## config.mk

```make
export PLATFORM = sky130hd
export DESIGN_NAME = tvtf_front
export DESIGN_NICKNAME = d
export VERILOG_FILES = /design/src/hdl/tvtf_pkg.sv /design/src/hdl/tvtf_front.sv
export SDC_FILE = /design/constraint.sdc
export NUM_CORES = 1
export LEC_CHECK = 0
export ABC_AREA = 1
export BUFFER_PORTS_ARGS = -buffer_cell sky130_fd_sc_hd__buf_2
export CAP_MARGIN = 40
export CORE_UTILIZATION = 35
export DETAILED_ROUTE_END_ITERATION = 12
export SLEW_MARGIN = 5
export SYNTH_ARGS = -nofsm -noshare
export SYNTH_HDL_FRONTEND = slang
export SYNTH_SLANG_ARGS = --single-unit
```

## constraint.sdc

```tcl
create_clock -name clk -period 3.5 [get_ports clk]
set_clock_uncertainty 0.2 [all_clocks]
set_input_delay 0.7 -clock clk [delete_from_list [all_inputs] [get_ports clk]]
set_output_delay 0.7 -clock clk [all_outputs]
set_load 0.02 [all_outputs]
```

## src/hdl/tvtf_pkg.sv

```systemverilog
// Shared types, constants and helpers of the trajectory velocity time fix block.
package tvtf_pkg;

  localparam int DATA_W = 32;
  localparam int PROD_W = 2 * DATA_W;
  localparam int JOINTS = 7;
  localparam int LARGE_JOINTS_DEFAULT = 4;
  localparam int QUEUE_DEPTH_DEFAULT = 4;
  localparam int ADDR_W = 4;

  localparam logic [DATA_W-1:0] LARGE_VEL_LIMIT_RESET = 32'd41157;
  localparam logic [DATA_W-1:0] LARGE_VEL_RECIP_RESET = 32'd104335;
  localparam logic [DATA_W-1:0] SMALL_VEL_LIMIT_RESET = 32'd54919;
  localparam logic [DATA_W-1:0] SMALL_VEL_RECIP_RESET = 32'd78196;

  typedef enum logic [1:0] {
    REG_LARGE_VEL_LIMIT = 2'd0,
    REG_LARGE_VEL_RECIP = 2'd1,
    REG_SMALL_VEL_LIMIT = 2'd2,
    REG_SMALL_VEL_RECIP = 2'd3
  } reg_index_t;

  typedef struct packed {
    logic [31:0]        point_time;
    logic signed [31:0] pos_0;
    logic signed [31:0] pos_1;
    logic signed [31:0] pos_2;
    logic signed [31:0] pos_3;
    logic signed [31:0] pos_4;
    logic signed [31:0] pos_5;
    logic signed [31:0] pos_6;
    logic               first_point;
    logic               last_point;
  } point_t;

  typedef struct packed {
    logic [31:0] fixed_time;
    logic        was_corrected;
    logic        is_last;
  } result_t;

  typedef struct packed {
    logic [DATA_W-1:0] large_vel_limit;
    logic [DATA_W-1:0] large_vel_recip;
    logic [DATA_W-1:0] small_vel_limit;
    logic [DATA_W-1:0] small_vel_recip;
  } cfg_t;

  // One classified segment as it travels from the front end to the back end.
  typedef struct packed {
    logic [JOINTS-1:0][DATA_W-1:0] mag;
    logic [DATA_W-1:0]             planned;
    logic                          planned_pos;
    logic                          first;
    logic                          last;
    logic [DATA_W-1:0]             point_time;
  } seg_t;

  function automatic logic [DATA_W-1:0] sat_add(input logic [DATA_W-1:0] a,
                                                input logic [DATA_W-1:0] b);
    logic [DATA_W:0] s;
    s = {1'b0, a} + {1'b0, b};
    return s[DATA_W] ? '1 : s[DATA_W-1:0];
  endfunction

endpackage

```

## src/hdl/tvtf_front.sv

```systemverilog
// Front end: accepts points, keeps the previous point and forms joint deltas.
module tvtf_front import tvtf_pkg::*; (
  input  logic   clk,
  input  logic   rst,
  input  logic   point_valid,
  output logic   point_stall,
  input  point_t point,
  input  logic   queue_full,
  output logic   push,
  output seg_t   seg
);

  logic [JOINTS-1:0][DATA_W-1:0] cur;
  logic [JOINTS-1:0][DATA_W-1:0] prev_pos;
  logic [DATA_W-1:0]             prev_time;

  assign cur[0] = point.pos_0;
  assign cur[1] = point.pos_1;
  assign cur[2] = point.pos_2;
  assign cur[3] = point.pos_3;
  assign cur[4] = point.pos_4;
  assign cur[5] = point.pos_5;
  assign cur[6] = point.pos_6;

  assign point_stall = queue_full;
  assign push        = point_valid && !queue_full;

  for (genvar j = 0; j < JOINTS; j++) begin : g_delta
    logic signed [DATA_W:0] diff;
    logic signed [DATA_W:0] neg;
    assign diff = $signed({cur[j][DATA_W-1], cur[j]})
                - $signed({prev_pos[j][DATA_W-1], prev_pos[j]});
    assign neg  = -diff;
    // The magnitude of a 33-bit difference of two 32-bit values fits 32 bits.
    assign seg.mag[j] = diff[DATA_W] ? neg[DATA_W-1:0] : diff[DATA_W-1:0];
  end

  assign seg.planned_pos = point.point_time > prev_time;
  assign seg.planned     = point.point_time - prev_time;
  assign seg.first       = point.first_point;
  assign seg.last        = point.last_point;
  assign seg.point_time  = point.point_time;

  always_ff @(posedge clk) begin
    if (rst) begin
      prev_time <= '0;
      prev_pos  <= '0;
    end else if (push) begin
      prev_time <= point.point_time;
      prev_pos  <= cur;
    end
  end

endmodule

```

==> reports/qor.txt <==
initial core utilization - 0.354
Worst setup startpoint - prev_pos[160]$_SDFFE_PP0P_
met3 WL - 7650 um
Synth Cell Area - 0.0349 sq mm
# H-tree levels - 2
fin crit share - 1.23
clock latency on the worst-skew pair - 0.59 ns
Min Clock Period, post-route - 4.29 ns
failing checks - setup timing
HPWL after detailed placement - 110,000 um
setup ws final - -0.791 ns
Slew HR - 0.555
Pre-Repair DR Iteration Count - 5
GRT Total Usage - 0.266
Gate power share - 0.692
P_int - 14.1 mW
IO Count - 555
status - finished, violations left
CTS Hold Buffers Added - 0
Worst setup EP type - primary output
Synth-to-Final Area Change - 74.3%
Via density - 4.80
post-synthesis register bit count - 256
share of post-route cells with drive strength above 1 - 0.438
pins over their slew limit - 0
Die Ht - 318 um
post-route ant nets - 0
CTS sink count - 256
overall power - 25.6 mW
HP Start - point[129]
register area share after synthesis - 0.147
Critical Path AT - 3.39 ns
Min-Delay Path Class - in -> reg
synthesized instance count - 6,357
crit-path max FO - 3
row cnt - 115
chip width - 318 um
final hold vios - 0
total gr overflow - 0
Setup-failing EPs final - 240
Psw - 11.5 mW
initial antenna violation count - 42
syn_area_per_cell - 5.50 sq um
Residual DRC - 0
final core occ - 0.617
PortBufs - 550
total core area - 0.0987 sq mm
vias in the first global route - 43,600
r2r startpoint - prev_pos[196]$_SDFFE_PP0P_
final-layout fill cell count - 8,870
routed len/inst - 15.1 um
met2 wire len - 70,200 um
Lkg Pwr - 31.3 nW
WL met1 - 59,700 um
maximum VDD drop - 0.546 mV
pwr/cell area - 421 mW/mm^2
initial DRC count - 2,436
CTS tree - yes
CTS Buffer Depth - 3
clock share of power - 0.185
measured slew at the worst slew-check pin - 0.666 ns
Achievable Freq - 233 MHz
vias - 45,800
DRT Wirelength - 144,000 um
Crit Path Category - reg -> out
critical path required time - 2.60 ns
register share of total power - 0.123
Synth cell types - 58
root buffer cell - clkbuf_16
clk slew on worst S/H paths - 0.07 ns
Warnings, synthesis - 0
global-route wire length before repair - 220,000 um
TNS Setup - -137.18 ns
Startpoint Class - register
gpl congestion - 0.938
MaxCap Viol Count - 0
nets - 8,737
full die area - 0.101 sq mm
pin count of the biggest net entering global routing - 97
switching portion of total power - 0.450
top sig layer - met5
Mapped Nets - 6,890
total CTS buffers - 40
RSZ-0062 raised after global routing - true
-- state kept, by name (all words and copies together) (netlist names) --
signal	flops
prev_pos	224
prev_time	32
-- final cells by class --
class	count	area (sq um)	area share
diodes	20	50.0	0.000822
clock buffers	50	1120	0.0184
clock inverters	24	383	0.00629
inverters	1285	5050	0.0829
multi-input cells	4671	32200	0.529
flip-flops and latches	256	5130	0.0843
well taps	1287	1610	0.0264
repair buffers	1948	15300	0.251
repair inverters	2	27.5	0.000452
-- final timing paths --
kind	endpoint	slack [ns]	cells after the start
hold reg to reg	prev_pos[222]$_SDFFE_PP0P_	0.27	2
setup / recovery	seg[247]	-0.79	17
hold / removal	prev_pos[127]$_SDFFE_PP0P_	0.18	3
setup reg to reg	prev_pos[196]$_SDFFE_PP0P_	2.42	3
-- power by group through the flow --
stage / clock network [mW] / logic (mW) / registers (mW)
finish: 4.75 / 17.7 / 3.16
detailed placement: 0 / 13.6 / 3.23
global route: 4.96 / 19.0 / 3.18
floorplan: 0 / 8.03 / 3.21
CTS: 4.88 / 16.2 / 3.16
global placement: 0 / 13.5 / 3.22
-- synthesized netlist by cell type (all sizes together) --
cell type / number / area [sq um]
a2111oi: 1 / 8.76
a211oi: 256 / 1920
a21boi: 2 / 15.0
a21o: 6 / 45.0
a21oi: 229 / 1190
a221oi: 1 / 8.76
a31oi: 3 / 18.8
a41oi: 1 / 8.76
and2: 11 / 70.1
and3: 11 / 68.8
buf: 63 / 445
clkbuf: 83 / 312
clkinv: 2 / 7.51
dfxtp: 256 / 5120
fa: 8 / 160
ha: 263 / 3290
inv: 1283 / 4820
nand2: 2115 / 8110
nand2b: 1 / 6.26
nand3: 412 / 2150
nand3b: 52 / 398
nand4: 68 / 432
nor2: 822 / 3250
nor3: 61 / 315
nor3b: 1 / 7.51
nor4: 2 / 12.5
o211ai: 3 / 22.5
o21ai: 98 / 502
o21bai: 16 / 120
o221ai: 2 / 17.5
o31ai: 5 / 42.5
or2: 2 / 15.0
xnor2: 64 / 632
xor2: 154 / 1390
-- routing by layer --
| layer | global-route usage | vias up |
|---|---|---|
| met1 | 0.317 | 20900 |
| met4 | 0.109 | 34 |
| met5 | 0 | - |
| li1 | - | 23400 |
| met3 | 0.0474 | 348 |
| met2 | 0.467 | 1083 |
-- cell families (layout without fill, tap and decap cells) --
group,count (synthesis),count (layout),synth area share
compound gates,623,623,0.112
xor+xnor,218,218,0.0579
fa+ha+maj,271,271,0.0988
buf+inv,1431,3309,0.160
flops,256,256,0.147
other cells,0,20,0
simple gates,3558,3559,0.425
-- placed cells by master, fill, tap and decap left out, types with 145 or more instances in the layout --
master    instances
nand2_1        1557
buf_4          1286
inv_1          1100
nor2_1          537
nand2_2         393
buf_2           346
buf_6           277
nand3_1         276
a211oi_1        256
dfxtp_1         248
ha_1            158
inv_2           151
a21oi_1         151
nor2_4          150
nand2_4         145
-- stage by stage --
step	instances	area (sq um)	setup slack, ns	hold WS, ns
floorplan	6357	37100	-0.243	0.243
global placement	9262	49900	-0.823	0.253
detailed placement	9262	49900	-0.806	0.256
CTS	9458	57300	-0.821	0.125
global route	9537	60900	-0.997	0.166
finish	9543	60900	-0.791	0.176
-- critical path, cell delays in order (launching register included) --
cell and delay (ns):
dfxtp_2 0.36, ha_4 0.14, inv_4 0.03, fa_2 0.36, or2_4 0.26, buf_6 0.12, a21oi_4 0.15, nand3_2 0.12
nor2_4 0.16, nand3_4 0.11, nor2_4 0.17, nand3_4 0.11, nor2_4 0.19, buf_6 0.13, nor2_4 0.03, xor2_2 0.16
inv_2 0.06, buf_6 0.13
-- repair_timing --
action                                   CTS  global route
gates resized for setup                 1224           761
buffers inserted                         115            82
cloned                                    10             1
pin swaps                                462           481
endpoints found under the setup margin   241           242
No activity file was read; power rests on OpenSTA's default activity.
