[src/hdl/tvtf_pkg.sv]
// Shared types, constants and helpers of the trajectory velocity time fix block.
package tvtf_pkg;

  localparam int DATA_W = 32;
  localparam int PROD_W = 2 * DATA_W;
  localparam int JOINTS = 7;
  localparam int LARGE_JOINTS_DEFAULT = 4;
  localparam int QUEUE_DEPTH_DEFAULT = 4;
  localparam int ADDR_W = 4;

  localparam logic [DATA_W-1:0] LARGE_VEL_LIMIT_RESET = 32'd41157;
  localparam logic [DATA_W-1:0] LARGE_VEL_RECIP_RESET = 32'd104335;
  localparam logic [DATA_W-1:0] SMALL_VEL_LIMIT_RESET = 32'd54919;
  localparam logic [DATA_W-1:0] SMALL_VEL_RECIP_RESET = 32'd78196;

  typedef enum logic [1:0] {
    REG_LARGE_VEL_LIMIT = 2'd0,
    REG_LARGE_VEL_RECIP = 2'd1,
    REG_SMALL_VEL_LIMIT = 2'd2,
    REG_SMALL_VEL_RECIP = 2'd3
  } reg_index_t;

  typedef struct packed {
    logic [31:0]        point_time;
    logic signed [31:0] pos_0;
    logic signed [31:0] pos_1;
    logic signed [31:0] pos_2;
    logic signed [31:0] pos_3;
    logic signed [31:0] pos_4;
    logic signed [31:0] pos_5;
    logic signed [31:0] pos_6;
    logic               first_point;
    logic               last_point;
  } point_t;

  typedef struct packed {
    logic [31:0] fixed_time;
    logic        was_corrected;
    logic        is_last;
  } result_t;

  typedef struct packed {
    logic [DATA_W-1:0] large_vel_limit;
    logic [DATA_W-1:0] large_vel_recip;
    logic [DATA_W-1:0] small_vel_limit;
    logic [DATA_W-1:0] small_vel_recip;
  } cfg_t;

  // One classified segment as it travels from the front end to the back end.
  typedef struct packed {
    logic [JOINTS-1:0][DATA_W-1:0] mag;
    logic [DATA_W-1:0]             planned;
    logic                          planned_pos;
    logic                          first;
    logic                          last;
    logic [DATA_W-1:0]             point_time;
  } seg_t;

  function automatic logic [DATA_W-1:0] sat_add(input logic [DATA_W-1:0] a,
                                                input logic [DATA_W-1:0] b);
    logic [DATA_W:0] s;
    s = {1'b0, a} + {1'b0, b};
    return s[DATA_W] ? '1 : s[DATA_W-1:0];
  endfunction

endpackage

[src/hdl/tvtf_queue.sv]
// Short queue of classified segments between the front end and the back end.
module tvtf_queue import tvtf_pkg::*; #(
  parameter int DEPTH = QUEUE_DEPTH_DEFAULT
) (
  input  logic clk,
  input  logic rst,
  input  logic push,
  input  seg_t wr_seg,
  input  logic pop,
  output seg_t head,
  output logic empty,
  output logic full
);

  // DEPTH must be at least two.
  localparam int PTR_W = $clog2(DEPTH);
  localparam int CNT_W = $clog2(DEPTH + 1);
  localparam logic [PTR_W-1:0] LAST_PTR = PTR_W'(DEPTH - 1);

  seg_t             entries [DEPTH];
  logic [PTR_W-1:0] wr_ptr;
  logic [PTR_W-1:0] rd_ptr;
  logic [CNT_W-1:0] count;

  assign empty = count == '0;
  assign full  = count == CNT_W'(DEPTH);
  assign head  = entries[rd_ptr];

  always_ff @(posedge clk) begin
    if (push) begin
      entries[wr_ptr] <= wr_seg;
    end
  end

  always_ff @(posedge clk) begin
    if (rst) begin
      wr_ptr <= '0;
      rd_ptr <= '0;
      count  <= '0;
    end else begin
      if (push) begin
        wr_ptr <= (wr_ptr == LAST_PTR) ? '0 : wr_ptr + 1'b1;
      end
      if (pop) begin
        rd_ptr <= (rd_ptr == LAST_PTR) ? '0 : rd_ptr + 1'b1;
      end
      if (push && !pop) begin
        count <= count + 1'b1;
      end else if (pop && !push) begin
        count <= count - 1'b1;
      end
    end
  end

`ifndef SYNTHESIS
  a_count_bound: assert property (@(posedge clk) disable iff (rst)
    count <= CNT_W'(DEPTH))
    else $error("queue holds more entries than its depth");

  a_pop_drains: assert property (@(posedge clk) disable iff (rst)
    (pop && !push) |=> count == $past(count) - 1'b1)
    else $error("queue count did not drop after a pop");
`endif

endmodule

[config.mk]
export PLATFORM = sky130hd
export DESIGN_NAME = tvtf_queue
export DESIGN_NICKNAME = d
export VERILOG_FILES = /design/src/hdl/tvtf_pkg.sv /design/src/hdl/tvtf_queue.sv
export SDC_FILE = /design/constraint.sdc
export NUM_CORES = 1
export LEC_CHECK = 0
export BUFFER_PORTS_ARGS = -buffer_cell sky130_fd_sc_hd__buf_4
export CAP_MARGIN = 20
export CORE_MARGIN = 3
export CORE_UTILIZATION = 31
export CTS_CLUSTER_DIAMETER = 30
export CTS_CLUSTER_SIZE = 12
export DETAILED_ROUTE_END_ITERATION = 10
export PLACE_DENSITY = 0.45
export SLEW_MARGIN = 0
export SYNTH_ARGS = -nofsm -noshare
export SYNTH_HDL_FRONTEND = slang
export SYNTH_SLANG_ARGS = --single-unit
[constraint.sdc]
create_clock -name clk -period 22.1 [get_ports clk]
set_input_delay 2.21 -clock clk [delete_from_list [all_inputs] [get_ports clk]]
set_output_delay 2.21 -clock clk [all_outputs]
set_load 0.01 [all_outputs]
==> results_dict.tcl, run 1 <==
set metrics [dict create \
    detailroute.wirelength.met3_mm 9.886 \
    crit_required_ns 19.89 \
    cp-end-kind "output pin" \
    hold_violations 0 \
    highest_layer "met5" \
    worst_path_max_delay_cell "buf_4" \
    tightestPinTransition_ns 1.239 \
    setup.worst_path.start_class "flip-flop" \
    ys_seq_elements 1173 \
    critical_path.n_buffers_inverters 4 \
    core_area_mm2 0.1361 \
    routed_wire_length_mm 100.8 \
    std_cell_rows 135 \
    final_layout_size_suffix_gt1_frac 0.5082 \
    final.fill_count 11729 \
    pin_count_of_the_biggest_net_entering_global_routing 126 \
    timing.fmax_mhz 140.9 \
    overflow 0 \
    crit_path_max_incr_delay_ns 0.85 \
    critical-path-top-delay-family "buffers and inverters" \
    final-setup-viol-count 0 \
    final.setup.worst_slack_ns 15.00 \
    die_boundary_height_um 377.4 \
    wire_per_inst_um 22.88 \
    drt_iter0_drc 1107 \
    rsz0062_at_grt "no" \
    count_of_nets_left_with_antenna_violations_after_detail_routing 0 \
    boundaryPins 588 \
    post_synth_instance_area_mm2 0.04276 \
    route.detailed.drc 0 \
    worstHoldPathType "flip-flop to flip-flop" \
    routed-via-count 20046 \
    slew-limit-headroom 0.1737 \
    ys_seq_area_frac 0.8217 \
    status "finished clean" \
    postCtsSetupBuffers 0 \
    clock-sinks 1173 \
    cts_clock_pin_slew_for_the_worst_setup_and_hold_paths_ns 0.04 \
    max_cap_viol_count 0 \
    synth_nets 1866 \
    dpl_worst_slack_ns 15.56 \
    syn2layout_area_growth_pct 36.21 \
    fin_area_mm2 0.05824 \
    power.leakage_nw 20.02 \
    post-route-min-period_ns 7.097 \
    synth.lib_cells_used.distinct 19 \
    dieArea_mm2 0.1424 \
    hpwl_mm 60.20 \
    cp_common_cell "buf_4" \
    route.detailed.vias_per_inst 4.552 \
    antenna_violations_before_repair 21 \
    design.final.nets 2710 \
    grt_first_pass_wirelength_mm 146.9 \
    buffer_ports.inserted 587 \
    detailedRoute.firstPassIterationCount 4 \
    cts_max_path_buffers 4 \
    clk_root_buffer_cell "clkbuf_16" \
    post_cts_resized 0 \
    arrival_ns 4.89 \
    cts_inserted_buffers 292 \
    setup.worst_path.class "flip-flop to output pin" \
    hold_slack_ns 0.4976 \
    gr-usage-all-layers 0.1404 \
    worstPathCellList "buf_4 > buf_4 > buf_4 > mux4_2 > buf_4" \
    grt_pass1_vias 22305 \
    final_max_slew_viol_count 0 \
    routed-wl-met2_mm 49.90 \
    commonest_non_fill_non_tap_cell_in_the_layout "edfxtp_1" \
    holdBufCountCts 0 \
    power_per_cell_area_mw_per_mm2 121.3 \
    routabilityCongestion 0.7378 \
    met1Wirelength_mm 37.58 \
    clk_latency_ns 0.85 \
    timing.final.crit_share 0.3211 \
    placed_cell_area_mm2 0.04884 \
    cts_tree "built" \
    synth-warning-count 0 \
    vdd.ir_drop.worst_uv 90.29 \
    cts.htree.levels 5 \
    postSynthAreaPerCell_um2 27.34 \
    setup_total_negative_slack_ns 0 \
    path_max_fanout 46 \
    layout.cells.most_common_list "edfxtp_1 (1164), buf_4 (613), clkbuf_16 (300)" \
    floorplan.die.width_um 377.4 \
    syn-instance-count 1564 \
    initial_utilization 0.3141 \
    clock_skew_ns 0.02868 \
]
==> area by class of cell <==
type                       instances  area, um2  area share
sequential                      1173      35140      0.6034
clock buffer                     327       7609      0.1307
multi-input combinational        322       6809      0.1169
timing repair buffer             615       4642     0.07971
tap                             1781       2228     0.03826
clock inverter                   170       1762     0.03025
antenna                           12      30.03   0.0005156
inverter                           4      15.01   0.0002578
==> Yosys cell counts <==
master / count / share of area
fa_1: 1 / 0.00047
edfxtp_1: 1164 / 0.82
xor2_1: 2 / 0.00041
mux2i_1: 4 / 0.00094
ha_1: 6 / 0.0018
clkbuf_1: 3 / 0.00026
nor2_1: 7 / 0.00061
and2_1: 4 / 0.00059
nor3b_1: 2 / 0.00035
or3_1: 1 / 0.00015
mux4_2: 291 / 0.15
o21ai_0: 1 / 0.00012
inv_1: 4 / 0.00035
buf_2: 29 / 0.0034
buf_6: 1 / 0.00026
buf_12: 32 / 0.015
a21oi_1: 2 / 0.00023
nor3_1: 1 / 0.00012
dfxtp_1: 9 / 0.0042
==> flip-flops by register name (all words and copies together) (netlist names), named ones only <==
register  flops
entries    1164
count         3
rd_ptr        2
wr_ptr        2
==> tightest hold or removal path, delay by kind of cell (launching register included) <==
family         cells  cell delay (ns)
AO/OA/AOI/OAI      2             0.13
flip-flops         1             0.32
==> stage by stage <==
stage / util / power (mW) / std cells
3_5_place_dp: 0.3587 / 3.113 / 3895
2_1_floorplan: - / 2.887 / 1564
4_1_cts: 0.4275 / 7.177 / 4392
5_1_grt: 0.4276 / 7.327 / 4395
3_3_place_gp: 0.3587 / 3.104 / 3895
6_report: 0.4278 / 7.061 / 4404
==> path summary, 6_finish.rpt <==
path | slack, ns | cells past startpoint | end | from
setup / recovery | 15.00 | 5 | head[90] | flip-flop
hold / removal | 0.50 | 2 | count[2]$_SDFFE_PP0P_ | count[2]$_SDFFE_PP0P_
setup reg to reg | 18.22 | 6 | entries[2][94]$_DFFE_PP_ | wr_ptr[0]$_SDFFE_PP0P_
hold reg to reg | 0.50 | 2 | count[2]$_SDFFE_PP0P_ | count[2]$_SDFFE_PP0P_
==> power by group <==
part / switching (mW) / total, mW / internal [mW] / leakage, nW
registers: 0.0249 / 2.59 / 2.56 / 10.8
logic: 0.243 / 0.470 / 0.227 / 4.70
clock network: 1.19 / 4.00 / 2.81 / 4.56
==> routing by layer <==
metal | vias to the layer above | GRT usage
li1 | 8642 | -
met3 | 264 | 0.06816
met5 | - | 0
met1 | 10414 | 0.1579
met4 | 14 | 0.06081
met2 | 712 | 0.2269
==> kinds of logic after synthesis <==
group / count (synthesis) / share of synthesized area
flip-flops: 1173 / 0.8217
buffers and inverters: 69 / 0.01926
AO/OA/AOI/OAI: 3 / 0.0003511
XOR/XNOR: 2 / 0.0004098
AND/OR/NAND/NOR: 15 / 0.001814
adder cells (fa/ha/maj): 7 / 0.002224
multiplexers: 295 / 0.1542
Note: power is estimated with default switching activity, not from simulation.
==> run 2, diff against run 1 <==
- PLACE_DENSITY: 0.45 -> 0.47
- clock period: 22.1 -> 6 ns (I/O delays scaled with it)
==> results_dict.tcl, run 2 (synthesis gave the netlist of run 1 again) <==
set metrics [dict create \
    slew-limit-headroom 0.3048 \
    std_cell_rows 135 \
    largest-register "entries" \
    r2r_cells 4 \
    final.setup.worst_slack_ns 2.240 \
    setup.worst_path.start_class "flip-flop" \
    clock_skew_ns 0.05543 \
    commonest_non_fill_non_tap_cell_in_the_layout "edfxtp_1" \
    gr-usage-all-layers 0.1431 \
    whs_path_depth 3 \
    routabilityCongestion 0.7416 \
    rsz0062_at_grt "no" \
    routed-via-count 21190 \
    layout.cells.most_common_list "edfxtp_1 (1164), buf_4 (595), clkbuf_16 (303)" \
    number_of_flip_flops_under_the_largest_register_name 1164 \
    largest_registers "entries (1164), count (3)" \
    timing.fmax_mhz 266.0 \
    worstHoldPathType "input port to flip-flop" \
    count_of_nets_left_with_antenna_violations_after_detail_routing 0 \
    worst_r2r_dst "entries[3][151]$_DFFE_PP_" \
    vdd.ir_drop.worst_uv 347.3 \
    tightestPinTransition_ns 1.043 \
    post-route-min-period_ns 3.760 \
    initial_utilization 0.3141 \
    detailedRoute.firstPassIterationCount 5 \
    arrival_ns 3.16 \
    post_cts_resized 0 \
    drt_iter0_drc 1054 \
    finalPower_mw 26.70 \
    floorplan.die.width_um 377.4 \
    cp-end-kind "output pin" \
    numPlacedInstances 3889 \
    buffer_ports.inserted 587 \
    syn2layout_area_growth_pct 44.16 \
    power.leakage_nw 21.37 \
    r2r_slack_ns 3.39 \
    overflow 0 \
    antenna_violations_before_repair 16 \
    cts.htree.levels 5 \
    sequential_cell_area_mm2 0.03514 \
    crit_path_max_incr_delay_ns 0.88 \
    final_max_slew_viol_count 0 \
    boundaryPins 588 \
    clock-sinks 1173 \
    setup_total_negative_slack_ns 0 \
    cts_tree "built" \
    max_cap_viol_count 0 \
    layout.cells.non_filler 4713 \
    crit_required_ns 5.40 \
    power_per_cell_area_mw_per_mm2 433.2 \
    grt_first_pass_wirelength_mm 152.2 \
    design.final.nets 3002 \
    route.detailed.drc 0 \
    multi_input_comb_area_mm2 0.006809 \
    clk_latency_ns 0.85 \
    timing.final.crit_share 0.6266 \
    hold_violations 0 \
    cts_inserted_buffers 296 \
    critPathCapture "head[67]" \
    setup.worst_path.class "flip-flop to output pin" \
    hold_slack_ns 0.1365 \
    cts_max_path_buffers 4 \
    dieArea_mm2 0.1424 \
    worst_path_max_delay_cell "dfxtp_4" \
    status "finished clean" \
    die_boundary_height_um 377.4 \
    cts_clock_pin_slew_for_the_worst_setup_and_hold_paths_ns 0.04 \
    core_area_mm2 0.1361 \
    final_layout_size_suffix_gt1_frac 0.4694 \
    grt_pass1_vias 24014 \
    final_util 0.4528 \
    final.fill_count 11514 \
    path_max_fanout 124 \
    fin_area_mm2 0.06164 \
    worstPathCellList "buf_12 > mux4_2 > buf_4" \
    placed_cell_area_mm2 0.04894 \
    dpl_worst_slack_ns 2.994 \
    hpwl_mm 59.16 \
    route.detailed.vias_per_inst 4.496 \
    postCtsSetupBuffers 0 \
    clk_root_buffer_cell "clkbuf_16" \
    final-setup-viol-count 0 \
    critical_path.reg2reg.startpoint "wr_ptr[0]$_SDFFE_PP0P_" \
    wire_per_inst_um 21.76 \
    holdBufCountCts 293 \
    routed_wire_length_mm 102.5 \
    pin_count_of_the_biggest_net_entering_global_routing 125 \
]
## run 2: layout make-up
cell class                 count  share of cell area
sequential                  1173              0.5701
timing repair buffer         903              0.1250
clock buffer                 332              0.1248
multi-input combinational    322              0.1105
tap                         1781             0.03615
clock inverter               187             0.03276
antenna                       11           0.0004466
inverter                       4           0.0002436
## run 2: worst max-delay path, delay by kind of cell, from the launching register on
family   cells  cell delay [ns]
buf+inv      2             0.70
mux          1             0.43
flops        1             0.88
## run 2: how the worst min path moves through the flow
stage / slack, ns / end / start
2_1_floorplan: 0.46 / count[2]$_SDFFE_PP0P_ / count[2]$_SDFFE_PP0P_
3_5_place_dp: 0.52 / flip-flop / rd_ptr[1]$_SDFFE_PP0P_
5_1_grt: 0.1 / wr_ptr[1]$_SDFFE_PP0P_ / push
3_3_place_gp: 0.48 / count[2]$_SDFFE_PP0P_ / count[2]$_SDFFE_PP0P_
6_report: 0.14 / wr_ptr[1]$_SDFFE_PP0P_ / push
4_1_cts: 0.05 / wr_ptr[1]$_SDFFE_PP0P_ / push
## run 2: where the power goes
part	internal [mW]	total (mW)	switching (mW)
Clock	10.7	15.3	4.59
Sequential	9.44	9.53	0.0922
Combinational	0.973	1.92	0.942
## run 2: metal layers
metal  global-route usage  part of all wire  vias up
met5                    0           0.00056        -
met4              0.05718             0.030       10
met3              0.06124             0.084      250
met2               0.2320              0.49      699
met1               0.1678              0.39    10984
li1                     -                 -     9247
==> run 3, diff against run 2 <==
- clock period: 6 -> 3.1 ns (I/O delays scaled with it)
==> results_dict.tcl, run 3 (synthesis gave the netlist of run 1 again) <==
set metrics [dict create \
    routed_wire_length_mm 105.1 \
    final_layout_size_suffix_gt1_frac 0.4664 \
    cts_max_path_buffers 4 \
    critical_path.n_buffers_inverters 3 \
    grt_pass1_vias 24427 \
    timing.final.crit_share 0.9457 \
    cts_clock_pin_slew_for_the_worst_setup_and_hold_paths_ns 0.04 \
    path_depth 4 \
    worst_path_max_delay_cell "mux4_2" \
    largest_registers "entries (1164), count (3)" \
    slew-limit-headroom 0.5515 \
    antenna_violations_before_repair 20 \
    largest-register "entries" \
    grt_first_pass_wirelength_mm 156.1 \
    worstHoldPathType "input port to flip-flop" \
    std_cell_rows 135 \
    finalPower_mw 51.16 \
    r2r_cells 4 \
    clock_skew_ns 0.07254 \
    max_cap_viol_count 0 \
    routed-via-count 21468 \
    arrival_ns 2.62 \
    power_per_cell_area_mw_per_mm2 823.3 \
    cts.htree.levels 5 \
    rsz0062_at_grt "no" \
    critPathCapture "head[275]" \
    tightestPinTransition_ns 0.6728 \
    design.final.nets 3061 \
    hold_violations 0 \
    final_max_slew_viol_count 0 \
    clk_latency_ns 0.87 \
    critical-path-top-delay-family "buffers and inverters" \
    route.detailed.drc 0 \
    post-route-min-period_ns 2.932 \
    commonest_non_fill_non_tap_cell_in_the_layout "edfxtp_1" \
    dpl_worst_slack_ns 0.9254 \
    cts_inserted_buffers 294 \
    vdd.ir_drop.worst_uv 519.6 \
    floorplan.die.width_um 377.4 \
    setup.worst_path.class "flip-flop to output pin" \
    cts_tree "built" \
    setup.worst_path.start_class "flip-flop" \
    route.detailed.vias_per_inst 4.503 \
    power.internal_mw 40.55 \
    share_comb_of_total_power 0.076 \
    syn2layout_area_growth_pct 45.34 \
    status "finished clean" \
    critical_path.reg2reg.startpoint "wr_ptr[0]$_SDFFE_PP0P_" \
    power.leakage_nw 21.68 \
    layout.cells.most_common_list "edfxtp_1 (1164), buf_4 (634), clkbuf_16 (301)" \
    final-setup-viol-count 0 \
    hpwl_mm 65.54 \
    pin_count_of_the_biggest_net_entering_global_routing 73 \
    die_boundary_height_um 377.4 \
    crit_path_max_incr_delay_ns 0.55 \
    overflow 0 \
    dieArea_mm2 0.1424 \
    fin_area_mm2 0.06214 \
    pwr-share-clk 0.564 \
    crit_required_ns 2.79 \
    clk_root_buffer_cell "clkbuf_16" \
    power.switching_fraction 0.2075 \
    r2r_slack_ns 1.09 \
    buffer_ports.inserted 587 \
    power.net_switching_mw 10.61 \
    detailedRoute.firstPassIterationCount 4 \
    gr-usage-all-layers 0.1479 \
    worst_r2r_dst "entries[2][27]$_DFFE_PP_" \
    routabilityCongestion 0.7256 \
    clock-sinks 1173 \
    cp-end-kind "output pin" \
    final.setup.worst_slack_ns 0.1683 \
    drt_iter0_drc 1081 \
    wire_per_inst_um 22.06 \
    worstPathCellList "buf_16 > buf_12 > mux4_2 > buf_4" \
    number_of_flip_flops_under_the_largest_register_name 1164 \
    placed_cell_area_mm2 0.04965 \
    sequentialPowerShare 0.360 \
    core_area_mm2 0.1361 \
    boundaryPins 588 \
    timing.fmax_mhz 341.1 \
    hold_slack_ns 0.1927 \
    setup_total_negative_slack_ns 0 \
    initial_utilization 0.3141 \
    count_of_nets_left_with_antenna_violations_after_detail_routing 0 \
    path_max_fanout 28 \
]
run 3: layer usage:
| metal | part of all wire | vias up | track usage |
|---|---|---|---|
| met2 | 0.51 | 687 | 0.2474 |
| met1 | 0.38 | 11187 | 0.1719 |
| met4 | 0.024 | 10 | 0.05510 |
| met3 | 0.080 | 201 | 0.05806 |
| met5 | 0.00057 | - | 0 |
| li1 | - | 9383 | - |
run 3: per-stage QoR:
step,instances,utilization
CTS,4753,0.4561
global route,4758,0.4563
floorplan,1564,-
finish,4767,0.4564
detailed placement,3949,0.3647
global placement,3949,0.3647
run 3: cell type report:
cell class                      instances  area [um2]
Antenna cell                           14       35.03
Clock buffer                          342        7686
Clock inverter                        167        1807
Fill cell                           11475       74000
Inverter                                4       15.01
Multi-Input combinational cell        322        6809
Sequential cell                      1173       35140
Tap cell                             1781        2228
Timing Repair Buffer                  964        8421
run 3: power by group through the flow:
stage | Clock (mW) | Combinational, mW | Sequential [mW]
3_3_place_gp | 0 | 3.62 | 18.6
2_1_floorplan | 0 | 1.75 | 18.7
4_1_cts | 29.5 | 4.03 | 18.4
3_5_place_dp | 0 | 3.66 | 18.7
6_report | 28.9 | 3.89 | 18.4
5_1_grt | 30.4 | 4.20 | 18.4
run 3: repair_timing:
action,4_1_cts,5_1_grt
setup endpoints to repair,0,5
hold buffers,295,0
gates resized for setup,0,1
endpoints found under the hold margin,1173,0
buffers inserted,0,0
run 3: worst min-delay path by stage:
stage | slack [ns] | cells past startpoint | from | to
after floorplan | 0.38 | 1 | rst | count[2]$_SDFFE_PP0P_
after global placement | 0.48 | 2 | count[2]$_SDFFE_PP0P_ | count[2]$_SDFFE_PP0P_
after detailed placement | 0.50 | 2 | count[2]$_SDFFE_PP0P_ | count[2]$_SDFFE_PP0P_
after CTS | 0.10 | 2 | wr_seg[36] | entries[3][36]$_DFFE_PP_
after global routing | 0.12 | 2 | wr_seg[17] | entries[3][17]$_DFFE_PP_
final | 0.19 | 2 | wr_seg[18] | entries[3][18]$_DFFE_PP_
run 3: worst register-to-register path, stage by stage (launching register included):
cell and delay (ns):
dfxtp_1 0.33, inv_1 0.09, ha_1 0.14, and2_4 0.55, buf_12 0.39
